===== src/hw/rtl/lpu_pkg.sv =====
`timescale 1ns / 1ps
// Shared types, widths and helpers for the lens point undistortion unit.
// No dependencies; used by every other file of the block.
package lpu_pkg;

   localparam int ITERATIONS = 5;

   localparam int PIX_W      = 20;
   localparam int COORD_W    = 24;
   localparam int DIFF_W     = PIX_W + 1;
   localparam int QUO_W      = 25;
   localparam int NUM_W      = 56;
   localparam int DEN_W      = 44;
   localparam int DIV_LAT    = QUO_W + 2;
   localparam int FIFO_DEPTH = 4;
   localparam int FIFO_AW    = 2;
   localparam int FIFO_CW    = 3;

   localparam logic signed [COORD_W-1:0] Q_MAX   = 24'sh7FFFFF;
   localparam logic signed [COORD_W-1:0] Q_MIN   = 24'sh800000;
   localparam logic signed [DEN_W-1:0]   ONE_Q20 = 44'sd1048576;

   localparam logic [2:0] REG_FOCAL_X   = 3'd0;
   localparam logic [2:0] REG_FOCAL_Y   = 3'd1;
   localparam logic [2:0] REG_CENTER_X  = 3'd2;
   localparam logic [2:0] REG_CENTER_Y  = 3'd3;
   localparam logic [2:0] REG_RADIAL_K1 = 3'd4;
   localparam logic [2:0] REG_RADIAL_K2 = 3'd5;
   localparam logic [2:0] REG_TANGENT_P1 = 3'd6;
   localparam logic [2:0] REG_TANGENT_P2 = 3'd7;

   typedef struct packed {
      logic [PIX_W-1:0]          focal_x;
      logic [PIX_W-1:0]          focal_y;
      logic [PIX_W-1:0]          center_x;
      logic [PIX_W-1:0]          center_y;
      logic signed [COORD_W-1:0] k1;
      logic signed [COORD_W-1:0] k2;
      logic signed [COORD_W-1:0] p1;
      logic signed [COORD_W-1:0] p2;
   } lpu_cfg_type;

   typedef struct packed {
      logic                     valid;
      logic signed [DIFF_W-1:0] dx;
      logic signed [DIFF_W-1:0] dy;
   } lpu_diff_type;

   typedef struct packed {
      logic                      valid;
      logic signed [COORD_W-1:0] x;
      logic signed [COORD_W-1:0] y;
      logic signed [COORD_W-1:0] x0;
      logic signed [COORD_W-1:0] y0;
      logic                      flag;
   } lpu_item_type;

   // round to nearest at bit 20, ties away from zero
   function automatic logic signed [63:0] rnd20(input logic signed [63:0] v);
      logic [63:0] mag;
      logic [63:0] q;
      mag = v[63] ? -v : v;
      q = (mag + 64'd524288) >> 20;
      return v[63] ? -$signed(q) : $signed(q);
   endfunction

endpackage


===== src/hw/rtl/lpu_front.sv =====
`timescale 1ns / 1ps
// Front end: takes request beats, removes the principal point, queues the offsets.
// Depends on lpu_pkg.
module lpu_front (
   input  logic                         clock,
   input  logic                         reset,
   input  lpu_pkg::lpu_cfg_type         cfg,
   input  logic                         req_valid,
   output logic                         req_stall,
   input  logic [lpu_pkg::PIX_W-1:0]    req_pixel_x,
   input  logic [lpu_pkg::PIX_W-1:0]    req_pixel_y,
   input  logic                         pop,
   output lpu_pkg::lpu_diff_type        head
);

   localparam int DW = lpu_pkg::DIFF_W;

   logic [2*DW-1:0]                fifo_mem [0:lpu_pkg::FIFO_DEPTH-1];
   logic [lpu_pkg::FIFO_AW-1:0]    wr_ptr_ff, rd_ptr_ff;
   logic [lpu_pkg::FIFO_CW-1:0]    count_ff;
   logic                           push, take;
   logic signed [DW-1:0]           dx, dy;

   assign dx = $signed({1'b0, req_pixel_x}) - $signed({1'b0, cfg.center_x});
   assign dy = $signed({1'b0, req_pixel_y}) - $signed({1'b0, cfg.center_y});

   assign req_stall = (count_ff == lpu_pkg::FIFO_CW'(lpu_pkg::FIFO_DEPTH));
   assign push      = req_valid && !req_stall;
   assign take      = pop && (count_ff != '0);

   always_ff @(posedge clock) begin
      if (push) fifo_mem[wr_ptr_ff] <= {dx, dy};
   end

   always_ff @(posedge clock) begin
      if (reset) begin
         wr_ptr_ff <= '0;
         rd_ptr_ff <= '0;
         count_ff  <= '0;
      end else begin
         if (push) wr_ptr_ff <= wr_ptr_ff + 1'b1;
         if (take) rd_ptr_ff <= rd_ptr_ff + 1'b1;
         count_ff <= count_ff + lpu_pkg::FIFO_CW'(push) - lpu_pkg::FIFO_CW'(take);
      end
   end

   assign head.valid = (count_ff != '0);
   assign head.dx    = $signed(fifo_mem[rd_ptr_ff][2*DW-1:DW]);
   assign head.dy    = $signed(fifo_mem[rd_ptr_ff][DW-1:0]);

endmodule


===== config.mk =====
export PLATFORM = sky130hd
export DESIGN_NAME = lpu_front
export DESIGN_NICKNAME = d
export VERILOG_FILES = /design/src/hw/rtl/lpu_pkg.sv /design/src/hw/rtl/lpu_front.sv
export SDC_FILE = /design/constraint.sdc
export NUM_CORES = 1
export LEC_CHECK = 0
export ABC_AREA = 1
export BUFFER_PORTS_ARGS = -buffer_cell sky130_fd_sc_hd__buf_2
export CELL_PAD_IN_SITES_DETAIL_PLACEMENT = 1
export CELL_PAD_IN_SITES_GLOBAL_PLACEMENT = 1
export CORE_MARGIN = 2
export CORE_UTILIZATION = 41
export CTS_BUF_LIST = sky130_fd_sc_hd__clkbuf_8
export DETAILED_ROUTE_END_ITERATION = 8
export PLACE_DENSITY = 0.81
export SLEW_MARGIN = 15
export SYNTH_ARGS = -nofsm -noshare
export SYNTH_HDL_FRONTEND = slang
export SYNTH_SLANG_ARGS = --single-unit
export TNS_END_PERCENT = 5

===== constraint.sdc =====
create_clock -name clock -period 3.3 [get_ports clock]
set_input_delay 0.33 -clock clock [delete_from_list [all_inputs] [get_ports clock]]
set_output_delay 0.33 -clock clock [all_outputs]
set_load 0.03 [all_outputs]

# == Word level (Yosys, flattened, before mapping) ==
# Memory sizes are Yosys's and may differ from the RTL's. A register that Yosys moved wholly into a read port is not among the register bits.
# Cells that the tools add are included.
# op_classes
n_addsub,6
n_eq_ne,1
mux,4
reduce_logical,4
# ops
op,n
subtractor 20 x 20 -> 21 bit,2
"adder 2 x 1 -> 2 bit, second input constant",2
two-way mux 2 bit,2
adder 3 x 1 -> 3 bit,1
"== test 3 bit, second input constant",1
nonzero test 3 bit,1
subtractor 3 x 1 -> 3 bit,1
logical AND 1 bit,2
two-way mux 1 bit,2
logical NOT 1 bit,1
# word_totals
register_bits,7
mem_bits_rw,168
inputBits,220
out_inout_bits,44
memories,1
# mem_list
memory,words,width,read_ports,rd_clocked_by_memory_dff,write_ports,line_no,source
fifo_mem,4,42,1,1,1,lpu_front.sv:18,logic [2*DW-1:0] fifo_mem [0:lpu_pkg::FIFO_DEPTH-1];

# == Longest topological paths before layout ==
# Gate-level depths: netlist of run 1.
# depth
depth_word,5
ltp_mapped,12
ltp_nobuf,12

# == Worst setup path before layout of run 1 ==
# No wires, ideal clock.
# synth_path
path_kind,register to register
startpoint,register count_ff[1] (netlist bit)
endpoint,memory fifo_mem[0][0] (netlist bit) (enable)
setup_ns,0.442
arrival_ns,2.456
required_ns,2.858
setup_slack_ns,0.403
path_stages_with_launch,5
path_cell_list,dfxtp_1 inv_1 nand3_1 nand2_1 nor2_1
# synth_between
elab_chain_len,5
# synth_lines
item,line_no,source
start: declaration,lpu_front.sv:20,logic [lpu_pkg::FIFO_CW-1:0] count_ff;
start signal: assignment,lpu_front.sv:43,count_ff <= count_ff + lpu_pkg::FIFO_CW'(push) - lpu_pkg::FIFO_CW'(take);
== test 3 bit,lpu_front.sv:27,assign req_stall = (count_ff == lpu_pkg::FIFO_CW'(lpu_pkg::FIFO_DEPTH));
logical NOT 1 bit,lpu_front.sv:28,assign push = req_valid && !req_stall;
logical AND 1 bit,lpu_front.sv:28,
two-way mux 1 bit,lpu_front.sv:32,"if (push) fifo_mem[wr_ptr_ff] <= {dx, dy};"
two-way mux 1 bit (not written as such),lpu_front.sv:32,
end: declaration,lpu_front.sv:18,
# Every way passes these cells.

==> results.toml, run 1 <==
[timing]
relSlewSlack = 0.438
finalCriticalPeriod_ns = 2.69
fin_crit_sh = 0.814
finClkSkew_ns = 0.00942
setup-violations-final = 0
finalHoldViolations = 0
layout_setup_ws_ns = 0.613
fmaxAchievable_mhz = 372
max_slew.worst_pin.slew_ns = 0.843
rsz0062_at_grt = "no"
drv_slew = 0
finalSetupTns_ns = 0

[synthesis]
synth_top_family_by_area = "simple AND/OR/NAND/NOR gates"
synth_top_area_share = 0.543
synth_commonest_cells = "nand2_1, edfxtp_1, inv_1"
synth_compound_area_frac = 0.104
yosysWarningCount = 0
synth_top_flop_cell = "edfxtp_1"
synthSimpleGateAreaFrac = 0.177
synth_area_leaders = "edfxtp_1, nand2_1, ha_1"
synth_mux_area_frac = 0
synth_xor_area_frac = 0.0179
postSynthCellCount = 981
synth.most_common_cell = "nand2_1"
synthArstFlopShare = 0
synth-adder-area-share = 0.0684
postSynthAreaPerCell_um2 = 9.48
yosysSeqAreaShare = 0.562
synth_cell_types = 33
synth_seq_cells = 177
synth-edff-count = 168
synth_area_um2 = 9300
synth_nets = 1250
synth_top_area_cell = "edfxtp_1"

[placed_design]
placedCellCount = 1382
portBuffers = 127
place_hpwl_um = 17900
gp_congestion = 0.843
placed_cell_area_um2 = 10300
post-place-ws_ns = 0.878

[clocking]
clk_pin_slew_ns = 0.09
htree_levels = 4
clock_latency_ns = 0.45
cts.sinks = 177
clock_path_buffers = 2
cts_hold_buf = 0
cts_tree = "built"
root_buffer = "clkbuf_8"
cts_buffers = 17
cts_setup_buffers = 0
cts_resized = 0

[cells_and_area]
fin_cells = 1414
fin_util = 0.478
layout.nets = 1385
multi_input_area_um2 = 3450
n_antenna_cell = 0
drive_above_1_share = 0.174
n_fill_cell = 2645
regArea_um2 = 5230
area_growth_pct = 15.4
final_area_um2 = 10700

[drt]
wl_um = 24700
drc_errors = 0
postRouteAntennaNets = 0
drt-initial-drc-count = 391
first_pass_iters = 5
num_vias = 7332
viasPerCell = 5.19
avgRoutedWirePerCell_um = 17.5

[worst_setup_path]
path_buf_inv = 2
cp.required_ns = 2.97
critPathMaxFanout = 84
crit_path_start_kind = "register"
crit_chain = "buf_4 > o21ai_0 > o22ai_1 > buf_2"
slowest_stage = "buf_4"
critPathMaxStageDelay_ns = 0.64
end_kind = "primary output"
critPathKind = "reg -> out"
cp_top_family = "buffers and inverters"
arrival_ns = 2.36

[die]
io_pins = 264
rows = 55
die_h_um = 155
core_um2 = 22400
die_area_um2 = 23900
floorplan.initialDensity = 0.414
fp.dieW_um = 155

[power_and_ir_drop]
intPower_w = 0.00434
p_clk_frac = 0.223
ir_drop_mv = 0.291
swShare = 0.381
p_switching_w = 0.00268
combPwrFrac = 0.361
power_density_nw_per_um2 = 654
seqPwrFrac = 0.417
total_leakage_power_nw = 4.69

[flow_run]
drv_cap = 0

[global_route]
grt_usage = 0.208
grt_first_pass_wirelength_um = 38700
overflow = 0
antenna_found_initial = 0
grt_max_degree = 85
grt_pass1_vias = 7554

[min_path]
hold_class = "in -> reg"

[outcome]
run_status = "finished clean"
==> cell type report <==
cell class | count | share of cell area
timing repair buffer | 143 | 0.0728
sequential | 177 | 0.487
multi-input combinational | 641 | 0.321
clock inverter | 15 | 0.0164
tap | 285 | 0.0332
clock buffer | 17 | 0.0218
inverter | 136 | 0.0476
==> metrics by stage <==
step | total power [W] | hold WS (ns)
2_1_floorplan | 0.00469 | 0.501
3_3_place_gp | 0.00542 | 0.528
3_5_place_dp | 0.00551 | 0.538
4_1_cts | 0.00706 | 0.124
5_1_grt | 0.00740 | 0.148
6_report | 0.00702 | 0.159
==> worst paths after layout <==
path | start | endpoint | slack, ns | cells past startpoint
setup / recovery | register | head[37] | 0.61 | 4
hold / removal | reset | count_ff[2] | 0.16 | 2
setup reg to reg | count_ff[1] | count_ff[2] | 0.89 | 9
hold reg to reg | rd_ptr_ff[0] | register | 0.56 | 2
==> state kept, by name, summed over array words and instances, names as in the netlist, named ones only <==
register / flops
wr_ptr_ff: 2
fifo_mem: 168
rd_ptr_ff: 2
count_ff: 3
==> power by group through the flow <==
stage,Clock (W),Sequential (W),Combinational [W]
floorplan,0,0.00296,0.00173
global placement,0,0.00296,0.00246
detailed placement,0,0.00298,0.00254
CTS,0.00158,0.00293,0.00255
global route,0.00168,0.00295,0.00277
finish,0.00156,0.00293,0.00253
==> logic make-up (layout without fill, tap and decap cells) <==
family | count (synthesis) | after routing
and+or+nand+nor | 394 | 394
AOI/OAI and AO/OA | 179 | 179
DFF | 177 | 177
buffers and inverters | 163 | 311
adders and majority gates | 49 | 49
xor gates and xnor gates | 19 | 19
==> layer usage <==
| layer | track usage | up-vias | wire length, um |
|---|---|---|---|
| met5 | 0 | - | 0 |
| met4 | 0.0573 | 0 | 391 |
| met3 | 0.0395 | 31 | 1060 |
| met2 | 0.355 | 161 | 12100 |
| met1 | 0.273 | 3565 | 11200 |
| li1 | - | 3575 | - |
==> cell usage in the layout, fill, tap and decap left out, types with 9 or more instances in the layout <==
master / instances
nand3_1: 38
o21ai_0: 90
ha_1: 46
edfxtp_1: 168
buf_2: 127
clkbuf_8: 17
nor2_1: 129
inv_1: 138
nor3_1: 9
a21oi_1: 36
buf_4: 14
o22ai_1: 42
nand2_1: 184
xor2_1: 13
nand2_2: 9
Power figures use the tool's default switching activity.
==> run 2: changes to the inputs <==
--- a/config.mk
+++ b/config.mk
@@ -10,10 +10,10 @@
 export CELL_PAD_IN_SITES_DETAIL_PLACEMENT = 1
 export CELL_PAD_IN_SITES_GLOBAL_PLACEMENT = 1
 export CORE_MARGIN = 2
-export CORE_UTILIZATION = 41
+export CORE_UTILIZATION = 37
 export CTS_BUF_LIST = sky130_fd_sc_hd__clkbuf_8
 export DETAILED_ROUTE_END_ITERATION = 8
-export PLACE_DENSITY = 0.81
+export PLACE_DENSITY = 0.77
 export SLEW_MARGIN = 15
 export SYNTH_ARGS = -nofsm -noshare
 export SYNTH_HDL_FRONTEND = slang
==> constraint.sdc (replaced) <==
create_clock -name clock -period 2.28 [get_ports clock]
set_input_delay 0.228 -clock clock [delete_from_list [all_inputs] [get_ports clock]]
set_output_delay 0.228 -clock clock [all_outputs]
set_load 0.03 [all_outputs]
==> run 2 against run 1 <==
Count of clock-buffer cells in the layout is the same. Final cell count grew 3.1%. Sequential share of layout area shrank 0.42 points. Combinational power grew 47%. Routed wire length shrank 5.5%. Critical path depth grew 1. Non-clock buffer count shrank 1. Worst hold slack lost 0.11 ns. Register-to-register slack lost 0.59 ns. Largest power group unchanged.
==> results.toml, run 2 (synthesis gave the netlist of run 1 again) <==
[die]
fp.dieW_um = 163
die_area_um2 = 26400
floorplan.initialDensity = 0.373
die_h_um = 163
rows = 58
io_pins = 264
core_um2 = 24900

[cells_and_area]
regMostFlops = "fifo_mem"
area_growth_pct = 16.4
fin_cells = 1458
final_common_cell = "nand2_1"
largest_reg_flops = 168
drive_above_1_share = 0.178
top_regs = "fifo_mem (168), count_ff (3)"
n_fill_cell = 2914
layout.nets = 1384
mostFrequentLayoutCells = "nand2_1, edfxtp_1, inv_1, nor2_1, buf_2"
n_antenna_cell = 0

[global_route]
grt_max_degree = 63
grt_usage = 0.181
antenna_found_initial = 1
overflow = 0
grt_first_pass_wirelength_um = 37200
grt_pass1_vias = 7326

[clocking]
cts_buffers = 17
cts_resized = 1
cts_tree = "built"
clock_latency_ns = 0.45
clock_path_buffers = 2
cts_hold_buf = 0
clk_pin_slew_ns = 0.09
htree_levels = 4
cts.sinks = 177
root_buffer = "clkbuf_8"
cts_setup_buffers = 0

[worst_setup_path]
critPathKind = "reg -> out"
critPathMaxFanout = 28
slowest_stage = "dfxtp_2"
r2r-start = "count_ff[1]"
path_depth = 5
critPathMaxStageDelay_ns = 0.37
path_buf_inv = 3
crit_path_start_kind = "register"
crit_chain = "inv_4 > buf_12 > o21ai_0 > o22ai_1 > buf_2"
r2r_cells = 9
cp_top_family = "buffers and inverters"
arrival_ns = 1.94
cp.required_ns = 2.05
end_kind = "primary output"
rr_endpoint = "count_ff[2]"
rrSetupSlack_ns = 0.30

[drt]
wl_um = 23300
postRouteAntennaNets = 0
drc_errors = 0
first_pass_iters = 4
drt-initial-drc-count = 340
viasPerCell = 4.94
m1WireLength_um = 10600
avgRoutedWirePerCell_um = 16.0
met3_length_um = 1100
wl_met2_um = 11200
top_layer = "met4"
num_vias = 7203

[placed_design]
gp_congestion = 0.851
portBuffers = 127
placedCellCount = 1426
place_hpwl_um = 17400

[min_path]
worstHoldEndpoint = "count_ff[1]"
hold_class = "in -> reg"
hold_start = "reset"
hold_depth = 2

[power_and_ir_drop]
combPwrFrac = 0.370
intPower_w = 0.00616
power_density_nw_per_um2 = 928
swShare = 0.387
seqPwrFrac = 0.422
total_leakage_power_nw = 4.69
p_switching_w = 0.00389
ir_drop_mv = 0.396
p_clk_frac = 0.208
fin_total_pwr_w = 0.0100

[timing]
rsz0062_at_grt = "no"
fin_crit_sh = 0.953
finalCriticalPeriod_ns = 2.17
relSlewSlack = 0.642
finClkSkew_ns = 0.00894
setup-violations-final = 0
finalHoldViolations = 0
max_slew.worst_pin.slew_ns = 0.533
drv_slew = 0
fmaxAchievable_mhz = 460

[flow_run]
drv_cap = 0

[outcome]
run_status = "finished clean"
run 2: cell count changes in the layout (fill, tap and decap cells not counted), sizes merged:
cell      change
bufinv        -2
clkinvlp      -1
buf           -1
inv           +3
run 2: power by group through the flow:
stage | clock (W) | sequential [W] | combinational, W
after floorplan | 0 | 0.00428 | 0.00250
after global placement | 0 | 0.00428 | 0.00364
after detailed placement | 0 | 0.00431 | 0.00374
after CTS | 0.00214 | 0.00424 | 0.00376
after global routing | 0.00226 | 0.00427 | 0.00407
final | 0.00209 | 0.00424 | 0.00371
run 2: through the flow:
step / util / TNS (ns) / hold WS, ns / setup WS, ns / area (um^2)
floorplan: - / -103.74 / 0.501 / -0.617 / 9300
global placement: 0.419 / 0 / 0.505 / 0.0975 / 10400
detailed placement: 0.419 / 0 / 0.508 / 0.0319 / 10400
CTS: 0.435 / 0 / 0.0236 / 0.110 / 10800
global route: 0.435 / 0 / 0.0306 / 0.0794 / 10800
finish: 0.435 / 0 / 0.0445 / 0.107 / 10800
run 2: routing by layer:
metal	GRT usage	vias up
met5	0	-
met4	0.0619	0
met3	0.0199	30
met2	0.314	145
met1	0.237	3457
li1	-	3571
run 2: worst max-delay path by stage:
stage,from,endpoint,slack [ns]
5_1_grt,register,head[6],0.08
2_1_floorplan,count_ff[1],fifo_mem[0][0],-0.62
4_1_cts,register,head[6],0.11
3_3_place_gp,req_pixel_y[0],fifo_mem[3][16],0.1
6_report,register,head[6],0.11
3_5_place_dp,req_pixel_y[0],fifo_mem[1][8],0.03
run 2: final cells by class:
type                       count  area [um^2]  share of cell area
sequential                   177         5230               0.483
timing repair buffer         142          836              0.0772
inverter                     136          513              0.0474
multi-input combinational    641         3450               0.318
tap                          330          413              0.0382
clock inverter                15          155              0.0143
clock buffer                  17          234              0.0216
